## config.mk

```make
export PLATFORM = sky130hd
export DESIGN_NAME = ips_patch_stream_parser
export DESIGN_NICKNAME = d
export VERILOG_FILES = /design/src/rtl/ipsp_pkg.sv /design/src/rtl/ips_patch_stream_parser.sv
export SDC_FILE = /design/constraint.sdc
export NUM_CORES = 1
export LEC_CHECK = 0
export BUFFER_PORTS_ARGS = -buffer_cell sky130_fd_sc_hd__buf_2
export CAP_MARGIN = 20
export CORE_AREA = 8 8 186 188
export CTS_CLUSTER_SIZE = 8
export DETAILED_ROUTE_END_ITERATION = 8
export DIE_AREA = 0 0 194 196
export GPL_ROUTABILITY_DRIVEN = 1
export PLACE_DENSITY = 0.6
export SLEW_MARGIN = 0
export SYNTH_ARGS = -nofsm -noshare
export SYNTH_HDL_FRONTEND = slang
export SYNTH_SLANG_ARGS = --single-unit
```

## constraint.sdc

```tcl
create_clock -name clk -period 16.6 [get_ports clk]
set_clock_uncertainty 0.05 [all_clocks]
set_input_delay 1.66 -clock clk [delete_from_list [all_inputs] [get_ports clk]]
set_output_delay 1.66 -clock clk [all_outputs]
set_load 0.03 [all_outputs]
```

## src/rtl/ipsp_pkg.sv

```systemverilog
package ipsp_pkg;

  localparam int ADDR_BITS = 24;
  localparam int SIZE_BITS = ADDR_BITS + 1;
  localparam int LEN_BITS  = 16;
  localparam int CNT_BITS  = 3;

  localparam logic [ADDR_BITS-1:0] EOF_MARK     = 24'h454F46;
  localparam logic [SIZE_BITS-1:0] CAP_RESET    = 25'd16842750;
  localparam logic [CNT_BITS-1:0]  HDR_LAST     = 3'd4;
  localparam logic [CNT_BITS-1:0]  OFS_LAST     = 3'd2;
  localparam logic [CNT_BITS-1:0]  LEN_LAST     = 3'd1;

  typedef enum logic [7:0] {
    PH_HEADER   = 8'b0000_0001,
    PH_OFFSET   = 8'b0000_0010,
    PH_SIZE     = 8'b0000_0100,
    PH_DATA     = 8'b0000_1000,
    PH_RLE_LEN  = 8'b0001_0000,
    PH_RLE_BYTE = 8'b0010_0000,
    PH_DONE     = 8'b0100_0000,
    PH_STOP     = 8'b1000_0000
  } phase_t;

  typedef enum logic [1:0] {
    KIND_WRITE  = 2'd0,
    KIND_FILL   = 2'd1,
    KIND_STATUS = 2'd2
  } kind_t;

  typedef enum logic [2:0] {
    ST_RUNNING  = 3'd0,
    ST_DONE     = 3'd1,
    ST_BAD_HDR  = 3'd2,
    ST_TRUNC    = 3'd3,
    ST_OVER_CAP = 3'd4
  } status_t;

  typedef enum logic [0:0] {
    REG_BASE_SIZE = 1'b0,
    REG_CAPACITY  = 1'b1
  } reg_idx_t;

  // "PATCH"
  function automatic logic [7:0] hdr_char(input logic [CNT_BITS-1:0] idx);
    logic [7:0] c;
    c = 8'h00;
    case (idx)
      3'd0:    c = 8'h50;
      3'd1:    c = 8'h41;
      3'd2:    c = 8'h54;
      3'd3:    c = 8'h43;
      3'd4:    c = 8'h48;
      default: c = 8'h00;
    endcase
    return c;
  endfunction

endpackage

```

## src/rtl/ips_patch_stream_parser.sv

```systemverilog
// out_* is registered: a result appears in the cycle after the input transaction that causes it.
// Throughput: one patch byte per cycle; each byte is parsed by a single state update
//   between the parser registers and the output register, which stall only on out_tready.
// Reset (rst_n low, synchronous): parse restarts at the header, image size is 0,
//   capacity returns to 16842750 and the output register empties.
// After the EOF marker or any error, further bytes are taken and dropped until reset.
module ips_patch_stream_parser (
  input  logic                            clk,
  input  logic                            rst_n,
  // in_tdata: patch_byte[7:0]; in_tlast: stream_end
  input  logic                            in_tvalid,
  output logic                            in_tready,
  input  logic [7:0]                      in_tdata,
  input  logic                            in_tlast,
  // out_tdata: target_address[24:0], byte_value[32:25], run_length[48:33],
  //            image_size[73:49], status[76:74], zero[79:77]
  output logic                            out_tvalid,
  input  logic                            out_tready,
  output logic [79:0]                     out_tdata,
  // out_tuser: kind[1:0]
  output logic [1:0]                      out_tuser,
  input  logic                            cfg_valid,
  output logic                            cfg_ready,
  input  logic [0:0]                      cfg_index,
  input  logic [ipsp_pkg::SIZE_BITS-1:0]  cfg_data
);
  import ipsp_pkg::*;

  phase_t                phase_r, phase_nxt;
  logic [CNT_BITS-1:0]   cnt_r, cnt_nxt;
  logic                  hdr_bad_r, hdr_bad_nxt;
  logic [ADDR_BITS-1:0]  offset_r, offset_nxt;
  logic [LEN_BITS-1:0]   length_r, length_nxt;
  logic [LEN_BITS-1:0]   left_r, left_nxt;
  logic [SIZE_BITS-1:0]  wr_addr_r, wr_addr_nxt;
  logic [SIZE_BITS-1:0]  size_r, size_nxt;
  logic [SIZE_BITS-1:0]  cap_r;

  logic                  out_valid_r;
  kind_t                 out_kind_r;
  logic [SIZE_BITS-1:0]  out_addr_r;
  logic [7:0]            out_val_r;
  logic [LEN_BITS-1:0]   out_run_r;
  logic [SIZE_BITS-1:0]  out_size_r;
  status_t               out_status_r;

  logic                  acc;
  logic                  have;
  kind_t                 res_kind;
  logic [SIZE_BITS-1:0]  res_addr;
  logic [7:0]            res_val;
  logic [LEN_BITS-1:0]   res_run;
  status_t               res_status;

  logic                  hdr_bad;
  logic [ADDR_BITS-1:0]  ofs_shift;
  logic [LEN_BITS-1:0]   len_shift;
  logic [SIZE_BITS-1:0]  rec_end;
  logic                  finished_nxt;

  assign in_tready = !out_valid_r || out_tready;
  assign acc       = in_tvalid && in_tready;
  assign cfg_ready = 1'b1;

  assign hdr_bad   = hdr_bad_r || (in_tdata != hdr_char(cnt_r));
  assign ofs_shift = {offset_r[ADDR_BITS-9:0], in_tdata};
  assign len_shift = {length_r[LEN_BITS-9:0], in_tdata};
  assign rec_end   = {1'b0, offset_r} + {{(SIZE_BITS-LEN_BITS){1'b0}}, len_shift};

  always_comb begin
    phase_nxt   = phase_r;
    cnt_nxt     = cnt_r;
    hdr_bad_nxt = hdr_bad_r;
    offset_nxt  = offset_r;
    length_nxt  = length_r;
    left_nxt    = left_r;
    wr_addr_nxt = wr_addr_r;
    size_nxt    = size_r;
    have        = 1'b0;
    res_kind    = KIND_STATUS;
    res_addr    = '0;
    res_val     = '0;
    res_run     = '0;
    res_status  = ST_RUNNING;

    unique case (phase_r)
      PH_HEADER: begin
        if (cnt_r == HDR_LAST) begin
          cnt_nxt = '0;
          if (hdr_bad) begin
            have       = 1'b1;
            res_status = ST_BAD_HDR;
            phase_nxt  = PH_STOP;
          end else begin
            phase_nxt  = PH_OFFSET;
          end
        end else begin
          cnt_nxt     = cnt_r + 3'd1;
          hdr_bad_nxt = hdr_bad;
        end
      end
      PH_OFFSET: begin
        offset_nxt = ofs_shift;
        if (cnt_r == OFS_LAST) begin
          cnt_nxt = '0;
          if (ofs_shift == EOF_MARK) begin
            have       = 1'b1;
            res_status = ST_DONE;
            phase_nxt  = PH_DONE;
          end else begin
            length_nxt = '0;
            phase_nxt  = PH_SIZE;
          end
        end else begin
          cnt_nxt = cnt_r + 3'd1;
        end
      end
      PH_SIZE, PH_RLE_LEN: begin
        length_nxt = len_shift;
        if (cnt_r == LEN_LAST) begin
          cnt_nxt = '0;
          if (phase_r == PH_SIZE && len_shift == '0) begin
            phase_nxt = PH_RLE_LEN;
          end else if (rec_end > cap_r) begin
            have       = 1'b1;
            res_status = ST_OVER_CAP;
            phase_nxt  = PH_STOP;
          end else begin
            if (rec_end > size_r) begin
              size_nxt = rec_end;
            end
            if (phase_r == PH_SIZE) begin
              left_nxt    = len_shift;
              wr_addr_nxt = {1'b0, offset_r};
              phase_nxt   = PH_DATA;
            end else begin
              phase_nxt   = PH_RLE_BYTE;
            end
          end
        end else begin
          cnt_nxt = cnt_r + 3'd1;
        end
      end
      PH_DATA: begin
        have        = 1'b1;
        res_kind    = KIND_WRITE;
        res_addr    = wr_addr_r;
        res_val     = in_tdata;
        res_run     = 16'd1;
        left_nxt    = left_r - 16'd1;
        wr_addr_nxt = wr_addr_r + 25'd1;
        if (left_r == 16'd1) begin
          offset_nxt = '0;
          phase_nxt  = PH_OFFSET;
        end
      end
      PH_RLE_BYTE: begin
        have       = 1'b1;
        res_kind   = KIND_FILL;
        res_addr   = {1'b0, offset_r};
        res_val    = in_tdata;
        res_run    = length_r;
        offset_nxt = '0;
        phase_nxt  = PH_OFFSET;
      end
      PH_DONE, PH_STOP: begin
        have = 1'b0;
      end
      default: begin
        phase_nxt = PH_STOP;
      end
    endcase

    finished_nxt = (phase_nxt == PH_DONE) || (phase_nxt == PH_STOP);
    // stream ended before the parse reached a terminal state
    if (in_tlast && !finished_nxt) begin
      phase_nxt  = PH_STOP;
      res_status = ST_TRUNC;
      have       = 1'b1;
    end
  end

  always_ff @(posedge clk) begin
    if (!rst_n) begin
      phase_r   <= PH_HEADER;
      cnt_r     <= '0;
      hdr_bad_r <= 1'b0;
      offset_r  <= '0;
      length_r  <= '0;
      left_r    <= '0;
      wr_addr_r <= '0;
      size_r    <= '0;
      cap_r     <= CAP_RESET;
    end else begin
      if (acc) begin
        phase_r   <= phase_nxt;
        cnt_r     <= cnt_nxt;
        hdr_bad_r <= hdr_bad_nxt;
        offset_r  <= offset_nxt;
        length_r  <= length_nxt;
        left_r    <= left_nxt;
        wr_addr_r <= wr_addr_nxt;
        size_r    <= size_nxt;
      end
      if (cfg_valid && cfg_ready) begin
        if (cfg_index == REG_BASE_SIZE) begin
          size_r <= cfg_data;
        end else begin
          cap_r <= cfg_data;
        end
      end
    end
  end

  always_ff @(posedge clk) begin
    if (!rst_n) begin
      out_valid_r <= 1'b0;
    end else if (acc && have) begin
      out_valid_r <= 1'b1;
    end else if (out_tready) begin
      out_valid_r <= 1'b0;
    end
  end

  always_ff @(posedge clk) begin
    if (acc && have) begin
      out_kind_r   <= res_kind;
      out_addr_r   <= res_addr;
      out_val_r    <= res_val;
      out_run_r    <= res_run;
      out_size_r   <= size_nxt;
      out_status_r <= res_status;
    end
  end

  assign out_tvalid = out_valid_r;
  assign out_tuser  = out_kind_r;
  assign out_tdata  = {3'b000, out_status_r, out_size_r, out_run_r, out_val_r, out_addr_r};

`ifndef SYNTHESIS
  a_quiet_after_end: assert property (@(posedge clk) disable iff (!rst_n)
    ((phase_r == PH_DONE) || (phase_r == PH_STOP)) && !out_valid_r |=> !out_valid_r)
    else $error("result produced after parse finished");

  a_write_run_one: assert property (@(posedge clk) disable iff (!rst_n)
    out_valid_r && (out_kind_r == KIND_WRITE) |-> (out_run_r == 16'd1))
    else $error("byte write with run length other than one");

  a_status_only_ends: assert property (@(posedge clk) disable iff (!rst_n)
    out_valid_r && (out_kind_r == KIND_STATUS) |-> (out_status_r != ST_RUNNING))
    else $error("status-only result with running status");

  a_data_left: assert property (@(posedge clk) disable iff (!rst_n)
    (phase_r == PH_DATA) |-> (left_r != '0))
    else $error("data phase with no bytes left");

  a_cnt_range: assert property (@(posedge clk) disable iff (!rst_n)
    (phase_r == PH_OFFSET) |-> (cnt_r <= OFS_LAST))
    else $error("offset byte counter out of range");
`endif

endmodule

```

==> impl_results.html <==
<table>
<tr><th>Metric</th><th>Value</th></tr>
<tr><th colspan="2">GRT</th></tr>
<tr><td>GRT Util Overall</td><td>0.201</td></tr>
<tr><td>Vias in the first global route</td><td>around 11,000</td></tr>
<tr><td>Antenna violations before repair</td><td>3</td></tr>
<tr><td>Total congestion overflow</td><td>0</td></tr>
<tr><td>Global-route wire length before repair</td><td>~62 mm</td></tr>
<tr><td>Maximum number of pins on one net before global-route repair</td><td>just under 80</td></tr>
<tr><th colspan="2">Worst setup path</th></tr>
<tr><td>Type of origin of the critical path</td><td>input pin</td></tr>
<tr><td>Category of the most critical setup path</td><td>input pin to register</td></tr>
<tr><td>Worst path arrival time</td><td>7.74 ns</td></tr>
<tr><td>Worst EP required</td><td>about 17 ns</td></tr>
<tr><td>Largest fanout of any net on the critical path</td><td>55</td></tr>
<tr><td>Setup slack on the worst flop-to-flop path</td><td>about 10 ns</td></tr>
<tr><td>Endpoint kind of the worst setup timing path</td><td>register</td></tr>
<tr><th colspan="2">Synthesis</th></tr>
<tr><td>Summed instance area of the synthesized netlist</td><td>roughly 12,000 sq um</td></tr>
<tr><td>Count of state elements after synthesis</td><td>around 220</td></tr>
<tr><td>Share of the synthesized area in the top cell type</td><td>0.232</td></tr>
<tr><td>Most frequent cell after synthesis</td><td>nand2_1</td></tr>
<tr><td>Top cells by instance count after synthesis</td><td>174 x nand2_1, 144 x dfxtp_1, 123 x a21oi_1, 95 x nor2_1, 85 x clkbuf_1</td></tr>
<tr><td>Most area-consuming cells after synthesis</td><td>dfxtp_1 23%, edfxtp_1 19%, ha_1 7.4%, nand2_1 5.3%, a21oi_1 5.0%</td></tr>
<tr><td>Share of async-settable or async-resettable flops after synthesis</td><td>0</td></tr>
<tr><td>Main flop type after synthesis</td><td>dfxtp_1</td></tr>
<tr><td>Number of unique standard cell types used by synthesis</td><td>73</td></tr>
<tr><td>Warnings from Yosys</td><td>0</td></tr>
<tr><td>Dominant cell type by area after synthesis</td><td>dfxtp_1</td></tr>
<tr><td>Sequential share of the synthesized area</td><td>0.423</td></tr>
<tr><td>Number of enable flip-flop cells after synthesis</td><td>79</td></tr>
<tr><td>Synthesized instance count</td><td>between 1,000 and 1,500</td></tr>
<tr><td>Synthesized area per cell</td><td>8.60 sq um</td></tr>
<tr><th colspan="2">Timing</th></tr>
<tr><td>Max Clk Rate</td><td>136 MHz</td></tr>
<tr><td>Worst setup slack after layout</td><td>9.25 ns</td></tr>
<tr><td>Slew Viols, Final</td><td>0</td></tr>
<tr><td>Minimum period implied by the final worst setup slack</td><td>between 7 and 8 ns</td></tr>
<tr><td>Final setup violating endpoints</td><td>0</td></tr>
<tr><td>Transition time of the tightest slew-check pin</td><td>1.05 ns</td></tr>
<tr><td>Setup TNS</td><td>0 ns</td></tr>
<tr><td>Unrepaired setup endpoints after global routing</td><td>no</td></tr>
<tr><td>Worst hold margin</td><td>about 0.40 ns</td></tr>
<tr><td>Max-slew headroom</td><td>0.300</td></tr>
<tr><td>Ratio of final minimum period to clock period</td><td>0.443</td></tr>
<tr><td>Final hold violations</td><td>0</td></tr>
<tr><th colspan="2">Placement</th></tr>
<tr><td>GP Congestion</td><td>~0.90</td></tr>
<tr><td>Port-buffer cells</td><td>120</td></tr>
<tr><td>Dpl cell area</td><td>13,300 sq um</td></tr>
<tr><td>Number of instances in the placed design</td><td>1,894</td></tr>
<tr><td>Post-place setup slack</td><td>8.86 ns</td></tr>
<tr><td>Placed wire-length estimate after detailed placement</td><td>between 20 and 30 mm</td></tr>
<tr><th colspan="2">Die</th></tr>
<tr><td>IO Count</td><td>between 100 and 150</td></tr>
<tr><td>Std-Cell Core Area</td><td>roughly 32,000 sq um</td></tr>
<tr><td>Number of rows in the core area</td><td>66</td></tr>
<tr><td>Initial core utilization</td><td>0.390</td></tr>
<tr><td>Die span in y</td><td>approximately 200 um</td></tr>
<tr><td>Width of the die</td><td>roughly 190 um</td></tr>
<tr><td>Die ar.</td><td>between 30,000 and 40,000 sq um</td></tr>
<tr><th colspan="2">Clock tree</th></tr>
<tr><td>CTS root buffer</td><td>clkbuf_16</td></tr>
<tr><td>CTS tree</td><td>done</td></tr>
<tr><td>Post_cts resized</td><td>0</td></tr>
<tr><td>Sinks on Clock Net</td><td>223</td></tr>
<tr><td>Clock buffer depth</td><td>3</td></tr>
<tr><td>Number of levels the H-tree was split into</td><td>2</td></tr>
<tr><td>Number of buffers inserted to repair setup after CTS</td><td>0</td></tr>
<tr><td>Clock transition at the registers of the reported paths</td><td>about 0.05 ns</td></tr>
<tr><td>Hold buffer count at cts</td><td>0</td></tr>
<tr><td>Clock buffer count from CTS</td><td>34</td></tr>
<tr><td>Insertion delay to the later sink of the worst-skew pair</td><td>0.52 ns</td></tr>
<tr><th colspan="2">Finish</th></tr>
<tr><td>Post-route standard cell area excluding fillers</td><td>approximately 14,000 sq um</td></tr>
<tr><td>Final Instance Count excl. Fillers</td><td>roughly 2,000</td></tr>
<tr><td>Layout net count</td><td>about 1,600</td></tr>
<tr><td>Syn-to-layout area delta</td><td>15.1%</td></tr>
<tr><td>Fraction of layout instances using a drive strength above 1</td><td>0.139</td></tr>
<tr><td>Share of the core filled with cells in the final layout</td><td>0.449</td></tr>
<tr><th colspan="2">Route</th></tr>
<tr><td>Iteration-0 DRC Markers</td><td>973</td></tr>
<tr><td>Number of detailed-routing iterations run before antenna repair</td><td>7</td></tr>
<tr><td>Routed wire length</td><td>39.1 mm</td></tr>
<tr><td>DRC Markers</td><td>0</td></tr>
<tr><td>Via density per instance</td><td>5.71</td></tr>
<tr><td>Routed wirelength normalized by instance count</td><td>20.0 um</td></tr>
<tr><td>Residual antenna-violating net count after detailed routing</td><td>0</td></tr>
<tr><td>Via count</td><td>approximately 11,000</td></tr>
<tr><th colspan="2">Run</th></tr>
<tr><td>Total of max-cap violations</td><td>0</td></tr>
<tr><th colspan="2">Power and ir drop</th></tr>
<tr><td>PnR Total Power</td><td>1.37 mW</td></tr>
<tr><td>Maximum ir drop on the vdd rail</td><td>69.4 uV</td></tr>
<tr><td>Leakage power summed over all cells</td><td>approximately 5.5 nW</td></tr>
<tr><td>Power Dens Cells</td><td>roughly 96 nW/um^2</td></tr>
<tr><th colspan="2">Hold path</th></tr>
<tr><td>HP Class</td><td>register to register</td></tr>
<tr><th colspan="2">Status</th></tr>
<tr><td>Result of the run</td><td>completed</td></tr>
</table>
==> path summary, 6_finish.rpt <==
path	start	to	cells past startpoint
worst max-delay path	in_tdata[0]	size_r[19]	19
worst min-delay path	length_r[14]	length_r[14]	2
worst max register to register	offset_r[0]	size_r[19]	18
worst min register to register	length_r[14]	length_r[14]	2
==> flip-flops by register name, indices dropped and copies added (netlist names), 2 cells and up <==
signal,count
length_r,16
size_r,25
out_run_r,16
offset_r,24
phase_r,8
cnt_r,3
out_addr_r,25
wr_addr_r,25
cap_r,25
left_r,16
out_val_r,8
out_size_r,25
out_status_r,3
out_tuser,2
==> per-layer routing <==
metal | up-vias | global-route usage | part of all wire
li1 | 5428 | - | -
met1 | 5318 | 0.268 | 0.45
met2 | 348 | 0.326 | 0.46
met3 | 68 | 0.0367 | 0.062
met4 | 0 | 0.0651 | 0.023
met5 | - | 0 | 0
==> cell type report <==
type	count	area, sq um
Fill cell	3146	17600
Multi-Input combinational cell	1045	6520
Sequential cell	223	5260
Clock buffer	55	950
Timing Repair Buffer	137	728
Tap cell	408	510
Inverter	81	304
Clock inverter	4	40.0
Antenna cell	3	7.51
==> cell usage in the layout (no fill, tap or decap), drive strengths merged, types with 13 or more instances in the layout <==
| cell type | synthesis | routed |
|---|---|---|
| nor3 | 41 | 41 |
| nor2 | 95 | 95 |
| ha | 74 | 74 |
| o22ai | 23 | 23 |
| nor4 | 16 | 16 |
| o211ai | 28 | 28 |
| a211oi | 38 | 38 |
| clkbuf | 85 | 55 |
| dfxtp | 144 | 144 |
| and2 | 23 | 23 |
| a21oi | 123 | 123 |
| nand4 | 27 | 27 |
| a22o | 26 | 26 |
| nand3 | 75 | 75 |
| and3 | 13 | 13 |
| o21ai | 82 | 82 |
| inv | 81 | 84 |
| a31oi | 15 | 15 |
| nand2 | 174 | 174 |
| buf | 14 | 137 |
| edfxtp | 79 | 79 |
==> worst max-delay path, cell delays in order <==
cell and delay, ns:
buf_2 0.18, ha_1 0.23, fa_1 0.23, a21o_1 0.15
nand4_1 0.12, a2111oi_0 0.81, nor2_1 0.25, o31ai_1 0.34
xor2_1 0.33, ha_1 0.32, and4_1 0.21, and4_1 0.23
a21boi_0 0.13, a22oi_1 0.28, nand2_1 0.33, nor4_4 0.35
buf_4 0.50, and2_1 0.74, a311o_1 0.28
==> cells by family (layout without fill, tap and decap cells) <==
group	count (synthesis)	count (layout)	share of synthesized area
AO/OA/AOI/OAI	410	410	0.213
XOR/XNOR	24	24	0.0169
adder cells (fa/ha/maj)	75	75	0.0761
buffers and inverters	180	277	0.0564
flip-flops	223	223	0.423
multiplexers	16	16	0.0136
other	2	7	0.000604
AND/OR/NAND/NOR	516	516	0.201
==> report_power, final <==
group,switching [mW],internal (mW)
clock,0.252,0.391
combinational,0.0920,0.0394
sequential,0.00713,0.586
total,0.351,1.02
(Power assumes the default switching activity.)
